File: config.mk
export PLATFORM = sky130hd
export DESIGN_NAME = positional_list_insert_delete
export DESIGN_NICKNAME = d
export VERILOG_FILES = /design/src/rtl/plist_pkg.sv /design/src/rtl/plist_cell.sv /design/src/rtl/positional_list_insert_delete.sv
export SDC_FILE = /design/constraint.sdc
export NUM_CORES = 1
export LEC_CHECK = 0
export BUFFER_PORTS_ARGS = -buffer_cell sky130_fd_sc_hd__buf_2
export CORE_MARGIN = 5
export CORE_UTILIZATION = 50
export CTS_CLUSTER_SIZE = 40
export DETAILED_ROUTE_END_ITERATION = 16
export GPL_TIMING_DRIVEN = 0
export HOLD_SLACK_MARGIN = 0.05
export PLACE_DENSITY_LB_ADDON = 0.15
export SLEW_MARGIN = 30
export SYNTH_ARGS = -nofsm -noshare
export SYNTH_HDL_FRONTEND = slang
export SYNTH_SLANG_ARGS = --single-unit
File: constraint.sdc
create_clock -name i_clk -period 10.2 [get_ports i_clk]
set_input_delay 2.04 -clock i_clk [delete_from_list [all_inputs] [get_ports i_clk]]
set_output_delay 2.04 -clock i_clk [all_outputs]
set_load 0.02 [all_outputs]
File: src/rtl/plist_pkg.sv
// ----------------------------------------------------------------------------
// plist_pkg
// Shared constants and types for the positional list: capacity, field
// widths, operation and status codes, and the per-cell control word.
// ----------------------------------------------------------------------------
package plist_pkg;

    localparam int CAPACITY = 8;
    localparam int IDX_W    = $clog2(CAPACITY);
    localparam int FILL_W   = $clog2(CAPACITY + 1);
    localparam int POS_W    = 4;
    localparam int CNT_W    = 4;
    localparam int WORD_W   = 32;
    // position and fill compared at one common width with headroom for fill+1
    localparam int CMP_W    = ((FILL_W > POS_W) ? FILL_W : POS_W) + 1;

    localparam int S_DATA_W = ((POS_W + WORD_W + 7) / 8) * 8;
    localparam int M_DATA_W = ((WORD_W + CNT_W + 7) / 8) * 8;

    typedef enum logic [1:0] {
        FN_READ   = 2'd0,
        FN_WRITE  = 2'd1,
        FN_INSERT = 2'd2,
        FN_DELETE = 2'd3
    } t_func;

    typedef enum logic [1:0] {
        ST_OK    = 2'd0,
        ST_BAD   = 2'd1,
        ST_FULL  = 2'd2,
        ST_EMPTY = 2'd3
    } t_status;

    typedef struct packed {
        logic load;      // take the incoming word
        logic shift_up;  // take the entry of the cell below
        logic shift_dn;  // take the entry of the cell above
    } t_cell_ctl;

endpackage

File: src/rtl/plist_cell.sv
// ----------------------------------------------------------------------------
// plist_cell
// One list slot. Holds a word and, per cycle, loads a new word, takes its
// lower neighbor (insert) or its upper neighbor (delete), or holds.
// ----------------------------------------------------------------------------
module plist_cell (
    input  logic                                i_clk,
    input  plist_pkg::t_cell_ctl                i_ctl,
    input  logic signed [plist_pkg::WORD_W-1:0] i_word,
    input  logic signed [plist_pkg::WORD_W-1:0] i_prev,
    input  logic signed [plist_pkg::WORD_W-1:0] i_next,
    output logic signed [plist_pkg::WORD_W-1:0] o_entry
);
    import plist_pkg::*;

    logic signed [WORD_W-1:0] r_entry;
    logic signed [WORD_W-1:0] n_entry;

    always_comb begin
        if (i_ctl.load) begin
            n_entry = i_word;
        end else if (i_ctl.shift_up) begin
            n_entry = i_prev;
        end else if (i_ctl.shift_dn) begin
            n_entry = i_next;
        end else begin
            n_entry = r_entry;
        end
    end

    always_ff @(posedge i_clk) begin
        r_entry <= n_entry;
    end

    assign o_entry = r_entry;

endmodule

File: src/rtl/positional_list_insert_delete.sv
// ----------------------------------------------------------------------------
// positional_list_insert_delete
// Bounded list of signed 32-bit words with read, overwrite, insert and
// delete at a 1-based position, built as a row of shifting cells.
// ----------------------------------------------------------------------------
//  channel  dir  tuser          tdata (low bit up)
//  s_*      in   func[1:0]      position[3:0], word_in[35:4]
//  m_*      out  status[1:0]    word_out[31:0], count[35:32]
//
//  One item per clock unless the output stalls: every cell shifts, loads or
//  holds in the same cycle, and the result is registered.
//  Input is taken whenever the result register is empty or being drained.
//  Reset (synchronous, active low) empties the list; cell contents are
//  left as they are and only positions below the fill count are visible.
// ----------------------------------------------------------------------------
module positional_list_insert_delete (
    input  logic                              i_clk,
    input  logic                              i_rst_n,
    input  logic                              i_s_tvalid,
    output logic                              o_s_tready,
    input  logic [1:0]                        i_s_tuser,  // func
    input  logic [plist_pkg::S_DATA_W-1:0]    i_s_tdata,  // position, word_in
    output logic                              o_m_tvalid,
    input  logic                              i_m_tready,
    output logic [1:0]                        o_m_tuser,  // status
    output logic [plist_pkg::M_DATA_W-1:0]    o_m_tdata   // word_out, count
);
    import plist_pkg::*;

    logic                     s_acc;
    t_func                    func;
    logic [POS_W-1:0]         pos;
    logic signed [WORD_W-1:0] word_in;
    logic [CMP_W-1:0]         pos_x;
    logic [CMP_W-1:0]         fill_x;
    logic [CMP_W-1:0]         pos_m1;
    logic [IDX_W-1:0]         idx;
    logic                     in_range;
    logic                     ins_range;

    logic [FILL_W-1:0]        r_fill;
    logic [FILL_W-1:0]        n_fill;
    logic                     r_out_valid;
    logic                     n_out_valid;
    t_status                  r_out_status;
    t_status                  n_status;
    logic signed [WORD_W-1:0] r_out_word;
    logic signed [WORD_W-1:0] n_word;
    logic [CNT_W-1:0]         r_out_count;

    logic do_write;
    logic do_insert;
    logic do_delete;

    t_cell_ctl                cell_ctl [CAPACITY];
    logic signed [WORD_W-1:0] entry    [CAPACITY];

    assign func    = t_func'(i_s_tuser);
    assign pos     = i_s_tdata[POS_W-1:0];
    assign word_in = i_s_tdata[POS_W+WORD_W-1:POS_W];

    assign o_s_tready = !r_out_valid || i_m_tready;
    assign s_acc      = i_s_tvalid && o_s_tready;

    assign pos_x     = CMP_W'(pos);
    assign fill_x    = CMP_W'(r_fill);
    assign pos_m1    = pos_x - CMP_W'(1);
    assign idx       = pos_m1[IDX_W-1:0];
    assign in_range  = (pos_x != '0) && (pos_x <= fill_x);
    assign ins_range = (pos_x != '0) && (pos_x <= fill_x + CMP_W'(1));

    always_comb begin
        n_status  = ST_OK;
        n_word    = '0;
        n_fill    = r_fill;
        do_write  = 1'b0;
        do_insert = 1'b0;
        do_delete = 1'b0;
        case (func)
            FN_READ: begin
                if (!in_range) begin
                    n_status = ST_BAD;
                end else begin
                    n_word = entry[idx];
                end
            end
            FN_WRITE: begin
                if (!in_range) begin
                    n_status = ST_BAD;
                end else begin
                    do_write = 1'b1;
                end
            end
            FN_INSERT: begin
                if (!ins_range) begin
                    n_status = ST_BAD;
                end else if (fill_x >= CMP_W'(CAPACITY)) begin
                    n_status = ST_FULL;
                end else begin
                    do_insert = 1'b1;
                    n_fill    = r_fill + FILL_W'(1);
                end
            end
            FN_DELETE: begin
                if (r_fill == '0) begin
                    n_status = ST_EMPTY;
                end else if (!in_range) begin
                    n_status = ST_BAD;
                end else begin
                    do_delete = 1'b1;
                    n_fill    = r_fill - FILL_W'(1);
                end
            end
            default: begin
                n_status = ST_BAD;
            end
        endcase
    end

    // per-cell control: cells above the position shift up on insert,
    // cells at or above it pull from above on delete
    for (genvar g = 0; g < CAPACITY; g++) begin : g_cell
        localparam logic [IDX_W-1:0] CellIdx = IDX_W'(g);

        assign cell_ctl[g].load     = s_acc && (do_write || do_insert) && (CellIdx == idx);
        assign cell_ctl[g].shift_up = s_acc && do_insert && (CellIdx > idx);
        assign cell_ctl[g].shift_dn = s_acc && do_delete && (CellIdx >= idx);

        plist_cell u_cell (
            .i_clk   (i_clk),
            .i_ctl   (cell_ctl[g]),
            .i_word  (word_in),
            .i_prev  ((g == 0) ? word_in : entry[(g == 0) ? 0 : g - 1]),
            .i_next  ((g == CAPACITY - 1) ? entry[g] : entry[(g == CAPACITY - 1) ? g : g + 1]),
            .o_entry (entry[g])
        );
    end

    always_comb begin
        if (s_acc) begin
            n_out_valid = 1'b1;
        end else if (i_m_tready) begin
            n_out_valid = 1'b0;
        end else begin
            n_out_valid = r_out_valid;
        end
    end

    always_ff @(posedge i_clk) begin
        if (!i_rst_n) begin
            r_fill      <= '0;
            r_out_valid <= 1'b0;
        end else begin
            r_out_valid <= n_out_valid;
            if (s_acc) begin
                r_fill <= n_fill;
            end
        end
    end

    always_ff @(posedge i_clk) begin
        if (s_acc) begin
            r_out_status <= n_status;
            r_out_word   <= n_word;
            r_out_count  <= CNT_W'(n_fill);
        end
    end

    assign o_m_tvalid = r_out_valid;
    assign o_m_tuser  = r_out_status;
    assign o_m_tdata  = M_DATA_W'({r_out_count, r_out_word});

`ifndef ASSERT_OFF
    a_fill_bound: assert property (@(posedge i_clk) disable iff (!i_rst_n)
        r_fill <= FILL_W'(CAPACITY))
        else $error("fill count above capacity");

    a_insert_grows: assert property (@(posedge i_clk) disable iff (!i_rst_n)
        (s_acc && do_insert) |=> (r_fill == $past(r_fill) + FILL_W'(1)))
        else $error("insert did not grow the list");

    a_delete_shrinks: assert property (@(posedge i_clk) disable iff (!i_rst_n)
        (s_acc && do_delete) |=> (r_fill == $past(r_fill) - FILL_W'(1)))
        else $error("delete did not shrink the list");

    a_empty_count: assert property (@(posedge i_clk) disable iff (!i_rst_n)
        (r_out_valid && r_out_status == ST_EMPTY) |-> (r_out_count == '0))
        else $error("empty status with nonzero count");

    a_word_only_ok: assert property (@(posedge i_clk) disable iff (!i_rst_n)
        (r_out_valid && r_out_word != '0) |-> (r_out_status == ST_OK))
        else $error("word returned with error status");
`endif

endmodule

After elaboration in Yosys (flattened, before gate mapping)
Index checks and enable logic that the tools add are counted.

Flip-flop bits (word level): 299. Bits in latches: 0. Bits in writable memories: 0. Bits in read-only memories: 0. Input port bits: 46. Memories kept: 0.

Add/subtract/negate cells: 4. Multipliers: 0. Div/mod/pow operators: 0. Magnitude comparators: 19. Eq/ne operators: 10. Shift operators: 0. Mux-type cells: 45. Bitwise operators: 1. Reductions and logical operators: 47.

Operators with widths (count): 2-to-1 mux 32 bit (25); binary-select mux 32 bit (select 3 bit) (1); logical AND 1 bit (29); nonzero test 3 bit (7); 2-to-1 mux 4 bit (4); equality test 3 bit, first input constant (4); > comparator 3 bit, first input constant (4); 2-to-1 mux 1 bit (10); greater-or-equal comparator 3 bit, first input constant (3); greater-or-equal comparator 4 bit, second input constant (2); case mux 4 bit (2 select lines) (1); equality test 2 x 3 -> 1 bit, first input constant (2); greater-or-equal comparator 1 x 3 -> 1 bit, first input constant (2); greater-or-equal comparator 2 x 3 -> 1 bit, first input constant (2); > comparator 1 x 3 -> 1 bit, first input constant (2); > comparator 2 x 3 -> 1 bit, first input constant (2); 2-to-1 mux 2 bit (3); case mux 2 bit (3 select lines) (1); adder 4 x 1 -> 5 bit, second input constant (1); less-or-equal comparator 4 x 5 -> 1 bit (1); nonzero test 5 bit (1); adder 4 x 1 -> 4 bit, second input constant (1); equality test 2 bit, second input constant (2); less-or-equal comparator 4 bit (1); 13 further kinds (15).

Longest topological paths before layout
Depth in word-level cells: 10. Depth in mapped cells: 14. Depth with buffers taken out: 10.

Hierarchy
A second synthesis with hierarchy kept.

Cells, all modules: 1498. Area total of the unflattened synthesis: 17516.8 um^2.

By module, submodules not included: plist_cell (times used 8, cells an instance 140, area an instance 1672.9 um^2, sequential area each 960.9 um^2); positional_list_insert_delete (times used 1, cells an instance 378, area an instance 4134.0 um^2, sequential area each 1241.2 um^2).

Least setup slack after synthesis
Ideal clock, no wire load.

Kind: in2reg. Start: input i_s_tdata[0] (netlist name). End: register g_cell[2].u_cell.r_entry[0] (enable). Setup time: 0.595 ns. Data arrival time: 9.233 ns. Required time: 9.605 ns. Path slack: 0.372 ns. Stages on the path: 9. Buffers on the path: 2. Cells stage by stage: clkbuf_1 > clkinv_1 > ha_1 > nand4b_1 > a211oi_1 > and2_0 > clkbuf_1 > nor3_1 > a2111oi_0.

Longest elaborated chain between the ends: 8.

RTL lines: start, declared (RTL line positional_list_insert_delete.sv:22) `input logic [plist_pkg::S_DATA_W-1:0] i_s_tdata,`; less-or-equal comparator 4 bit (tied with other cells) (RTL line positional_list_insert_delete.sv:69) `assign in_range = (pos_x != '0) && (pos_x <= fill_x);`; logical AND 1 bit (on tied branches) (RTL line positional_list_insert_delete.sv:69, positional_list_insert_delete.sv:70); 2-to-1 mux 1 bit (on tied branches) (RTL line positional_list_insert_delete.sv:88, positional_list_insert_delete.sv:107, positional_list_insert_delete.sv:95); 2-to-1 mux 1 bit (on tied branches) (RTL line positional_list_insert_delete.sv:105, positional_list_insert_delete.sv:79); 2-to-1 mux 1 bit / logical OR 1 bit (equally long branches) (RTL line positional_list_insert_delete.sv:79, positional_list_insert_delete.sv:125); logical AND 1 bit (on tied branches); logical AND 1 bit (on tied branches) (RTL line positional_list_insert_delete.sv:127, positional_list_insert_delete.sv:125); nonzero test 3 bit (no source line) *; end signal, assigned (RTL line plist_cell.sv:32) `r_entry <= n_entry;`; end, declared (RTL line plist_cell.sv:16) `logic signed [WORD_W-1:0] r_entry;`.

Mark *: on every way between the ends. The rest lies on a longest branch, timed or not. A chain may end at the register's enable or synchronous reset.

Worst setup path in the final report
Start: input i_s_tdata[0] (netlist name). End: register g_cell[4].u_cell.r_entry[20] (enable).

Longest elaborated chain between the ends: 8.

RTL lines (RTL line): less-or-equal comparator 4 bit (tied with other cells) (positional_list_insert_delete.sv:69); logical AND 1 bit (on tied branches) (positional_list_insert_delete.sv:69, positional_list_insert_delete.sv:70); 2-to-1 mux 1 bit (on tied branches) (positional_list_insert_delete.sv:88, positional_list_insert_delete.sv:107, positional_list_insert_delete.sv:95); 2-to-1 mux 1 bit (on tied branches) (positional_list_insert_delete.sv:105, positional_list_insert_delete.sv:79); 2-to-1 mux 1 bit / logical OR 1 bit (equally long branches) (positional_list_insert_delete.sv:79, positional_list_insert_delete.sv:125); logical AND 1 bit (on tied branches); logical AND 1 bit (on tied branches) (positional_list_insert_delete.sv:127, positional_list_insert_delete.sv:125); nonzero test 3 bit (no source line) *; end signal, assigned (plist_cell.sv:32); end, declared (plist_cell.sv:16).

Marks and branches as above.

==> out/summary.md <==
• **global placement routability congestion** 0.842
• **worst hold endpoint** g_cell[0].u_cell.o_entry[4]
• **total I/O pin count** 90
• **core utilization of the finished layout** 57.6%
• **pin count of the biggest net entering global routing** 41
• **Post-Syn Instances** 1149
• **sequential-to-total area share from yosys stat** 53.0%
• **top cells by instance count after synthesis** 294 x edfxtp_1, 254 x mux2i_1, 125 x mux2_2, 64 x mux4_2, 51 x nand2_1
• **area used by sequential logic in the layout** 8930 µm²
• **post-route fraction of the period consumed by the critical path** 69.3%
• **Nets** 1348
• **violation count after the first detailed-routing iteration** 1169
• **Hold Vio Cnt, Final** 0
• **netlist area before placement** 16800 µm²
• **PwrDens** 147 nW/µm²
• **area used by multi-input combinational logic** 7450 µm²
• **floorplan die height** 193 µm
• **class of the most critical setup path** input port to flip-flop
• **R2R Path End** g_cell[4].u_cell.o_entry[20]
• **Critical Path Fanout Max** 13
• **total detailed-routing wirelength** 49800 µm
• **via count** 11100
• **arrival time at the worst endpoint** 7.29 ns
• **source of the worst hold timing path** g_cell[1].u_cell.o_entry[4]
• **sort of element at the end of the critical path** flip-flop
• **static leakage** 0.00750 µW
• **H-tree depth** 2
• **Tightest Hold Check Type** flip-flop to flip-flop
• **R2R cell count** 13
• **# DRC** 0
• **total number of yosys warnings** 0
• **sort of element at the start of the critical path** input port
• **Synth area leaders** edfxtp_1 52%, mux2i_1 15%, mux4_2 8.6%
• **data required time of the critical path** 10.42 ns
• **flip-flop cell with the highest count after synthesis** edfxtp_1
• **HPWL reported at the end of detailed placement** 32300 µm
• **total CTS buffers** 35
• **number of synthesized flops with an enable pin** 294
• **Ant. Diodes** 0
• **number of placement rows** 67
• **post-CTS clock slew at the launch and capture registers of the worst setup and hold paths** 0.06 ns
• **latest clock arrival within the worst-skew pair** 0.52 ns
• **fraction of registers with async set or reset after synthesis** 0%
• **endpoints failing setup** 0
• **count of input and output buffers** 81
• **die area** 37400 µm²
• **drt pass-1 iters** 5
• **Fill cells** 2757
• **library cell with the highest instance count after synthesis** edfxtp_1
• **post_cts resized** 0
• **effective utilization at floorplan** 50.4%
• **root buffer cell** clkbuf_16
• **area of the core region** 33400 µm²
• **worst relative slew slack** 28.1%
• **Max Clock Skew** 0.0165 ns
• **first-pass GRT wire length** 73500 µm
• **final instance area** 19200 µm²
• **clock tree from TritonCTS** built
• **Achievable Freq** 0.141 GHz
• **post-detailed-route count of antenna-violating nets** 0
• **post-detailed-route wirelength per cell** 28.3 µm
• **fraction of final layout cells sized beyond drive strength 1** 30.8%
• **total global-route track usage** 25.7%
• **Reg-to-Reg Start** r_fill[0]
• **Longest Clk Path Bufs** 3
• **Max VDD drop** 0.000104 V
• **flop and latch count out of synthesis** 299
• **number of library cell types mapped by synthesis** 58
• **flop2flop setup slack** 5.36 ns
• **total congestion overflow after global routing** 0
• **Post-CTS Hold Buffers** 0
• **post-CTS repair timing setup buffer count** 0
• **Final Max Slew Viols** 0
• **via count of the first global-routing pass** 11400
• **max cap viols** 0
• **actual slew at the worst max-slew pin** 1.08 ns
• **sinks on the clock net** 299
• **count of cells along the worst hold path** 1
• **post-detailed-placement cell area** 18200 µm²
• **initial antenna violation count** 0
• **synth-to-layout area growth** 14.1%
• **mean number of vias per cell** 6.30
• **top cell type's share of synthesized area** 52.5%
• **cell type contributing the most total cell area after synthesis** edfxtp_1
• **RSZ-0062 raised after global routing** false
• **run status** complete, no violations
• **width of the chip** 193 µm
• **mean instance size in the synthesized netlist** 14.6 µm²
• **shortest clock period the worst path allows after layout** 7.07 ns
==> per-layer routing <==
metal	track usage (%)	vias up	routed length (µm)
met5	1.66	-	81
met4	7.08	2	1420
met3	4.87	92	3940
met2	41.3	530	23300
met1	36.2	5644	21000
li1	-	4816	-
==> how the worst max path moves through the flow <==
stage	startpoint	end	slack, ns	cells after the start
6_report	i_s_tdata[0]	g_cell[4].u_cell.o_entry[20]	3.13	12
3_5_place_dp	i_s_tdata[0]	g_cell[4].u_cell.o_entry[15]	2.72	12
5_1_grt	i_s_tdata[0]	g_cell[4].u_cell.o_entry[8]	2.96	12
3_3_place_gp	i_s_tdata[0]	g_cell[2].u_cell.o_entry[19]	-6.87	9
2_1_floorplan	i_s_tdata[0]	g_cell[2].u_cell.o_entry[0]	0.37	9
4_1_cts	i_s_tdata[0]	g_cell[4].u_cell.o_entry[8]	3.24	12
==> area by class of cell <==
| cell class | instances | area share (%) |
|---|---|---|
| Multi-Input combinational cell | 734 | 38.8 |
| Buffer | 83 | 2.14 |
| Clock buffer | 43 | 4.72 |
| Clock inverter | 18 | 0.671 |
| Sequential cell | 299 | 46.5 |
| Inverter | 36 | 0.717 |
| Tap cell | 448 | 2.92 |
| Timing Repair Buffer | 99 | 3.53 |
==> state kept, by name, indices dropped and copies added (netlist names) <==
signal and cells:
r_out_count 4, o_m_tvalid 1, r_fill 4, g_cell.u_cell.o_entry 256, o_m_tuser 2, r_out_word 32
==> report_power, final <==
part / internal, µW / total [µW] / switching (µW)
Combinational: 103 / 271 / 168
Sequential: 1370 / 1380 / 11.5
Clock: 679 / 1180 / 503
Total: 2150 / 2830 / 682
==> critical path: stages <==
cell and delay (ns):
buf_2 0.13, clkbuf_1 0.56, clkinv_1 0.56, ha_1 0.43, xnor2_1 0.48, clkbuf_1 0.52, clkbuf_1 0.58, buf_1 0.86
nor3_1 0.18, o21ai_4 0.49, buf_16 0.23, buf_16 0.17
==> cells by family (layout without fill, tap and decap cells) <==
group / after synthesis / count (layout) / synth area share [%]
buffers and inverters: 119 / 279 / 3.19
AO/OA/AOI/OAI: 96 / 96 / 4.27
multiplexers: 462 / 462 / 33.4
AND/OR/NAND/NOR: 153 / 153 / 4.80
XOR/XNOR: 5 / 5 / 0.260
other: 1 / 4 / 0.0223
flip-flops: 299 / 299 / 53.0
adder cells (fa/ha/maj): 14 / 14 / 1.04
==> placed cells by master (no fill, tap or decap), types with 4 or more instances in the layout <==
cell       Yosys  routed
a211oi_1       4       4
and3_1         4       4
clkbuf_2       0       4
buf_1         12       7
clkbuf_1      26      31
dfxtp_1        5       5
and2_1        29      29
nand2_1       51      50
nand3_1        7       6
edfxtp_1     294     294
buf_2         33     127
nor3_1         8       8
xnor2_1        4       4
clkinv_1       1      13
mux2i_1      254     254
a21oi_1       28      26
nor2_1        22      22
mux2_2       125     125
mux2_1        16      16
mux4_2        64      64
nand2b_1       4       4
clkbuf_16      0      35
o21ai_0       11       9
nand4_1        4       4
buf_4         11      11
conb_1         1       4
ha_1          14      14
inv_1         34      33
a221o_1       32      32
buf_16         0       7
nor4_1         7       7
==> stage by stage <==
step / cells / worst slack [ns] / power (µW) / hold slack, ns / setup TNS [ns]
2_1_floorplan: 1152 / 0.372 / 1570 / 0.543 / 0
3_3_place_gp: 1681 / -6.87 / 1670 / 0.566 / -273.32
3_5_place_dp: 1699 / 2.72 / 1670 / 0.566 / 0
4_1_cts: 1760 / 3.24 / 2840 / 0.580 / 0
5_1_grt: 1760 / 2.96 / 2920 / 0.613 / 0
6_report: 1760 / 3.13 / 2830 / 0.579 / 0
Note: power is estimated with default switching activity, not from simulation.
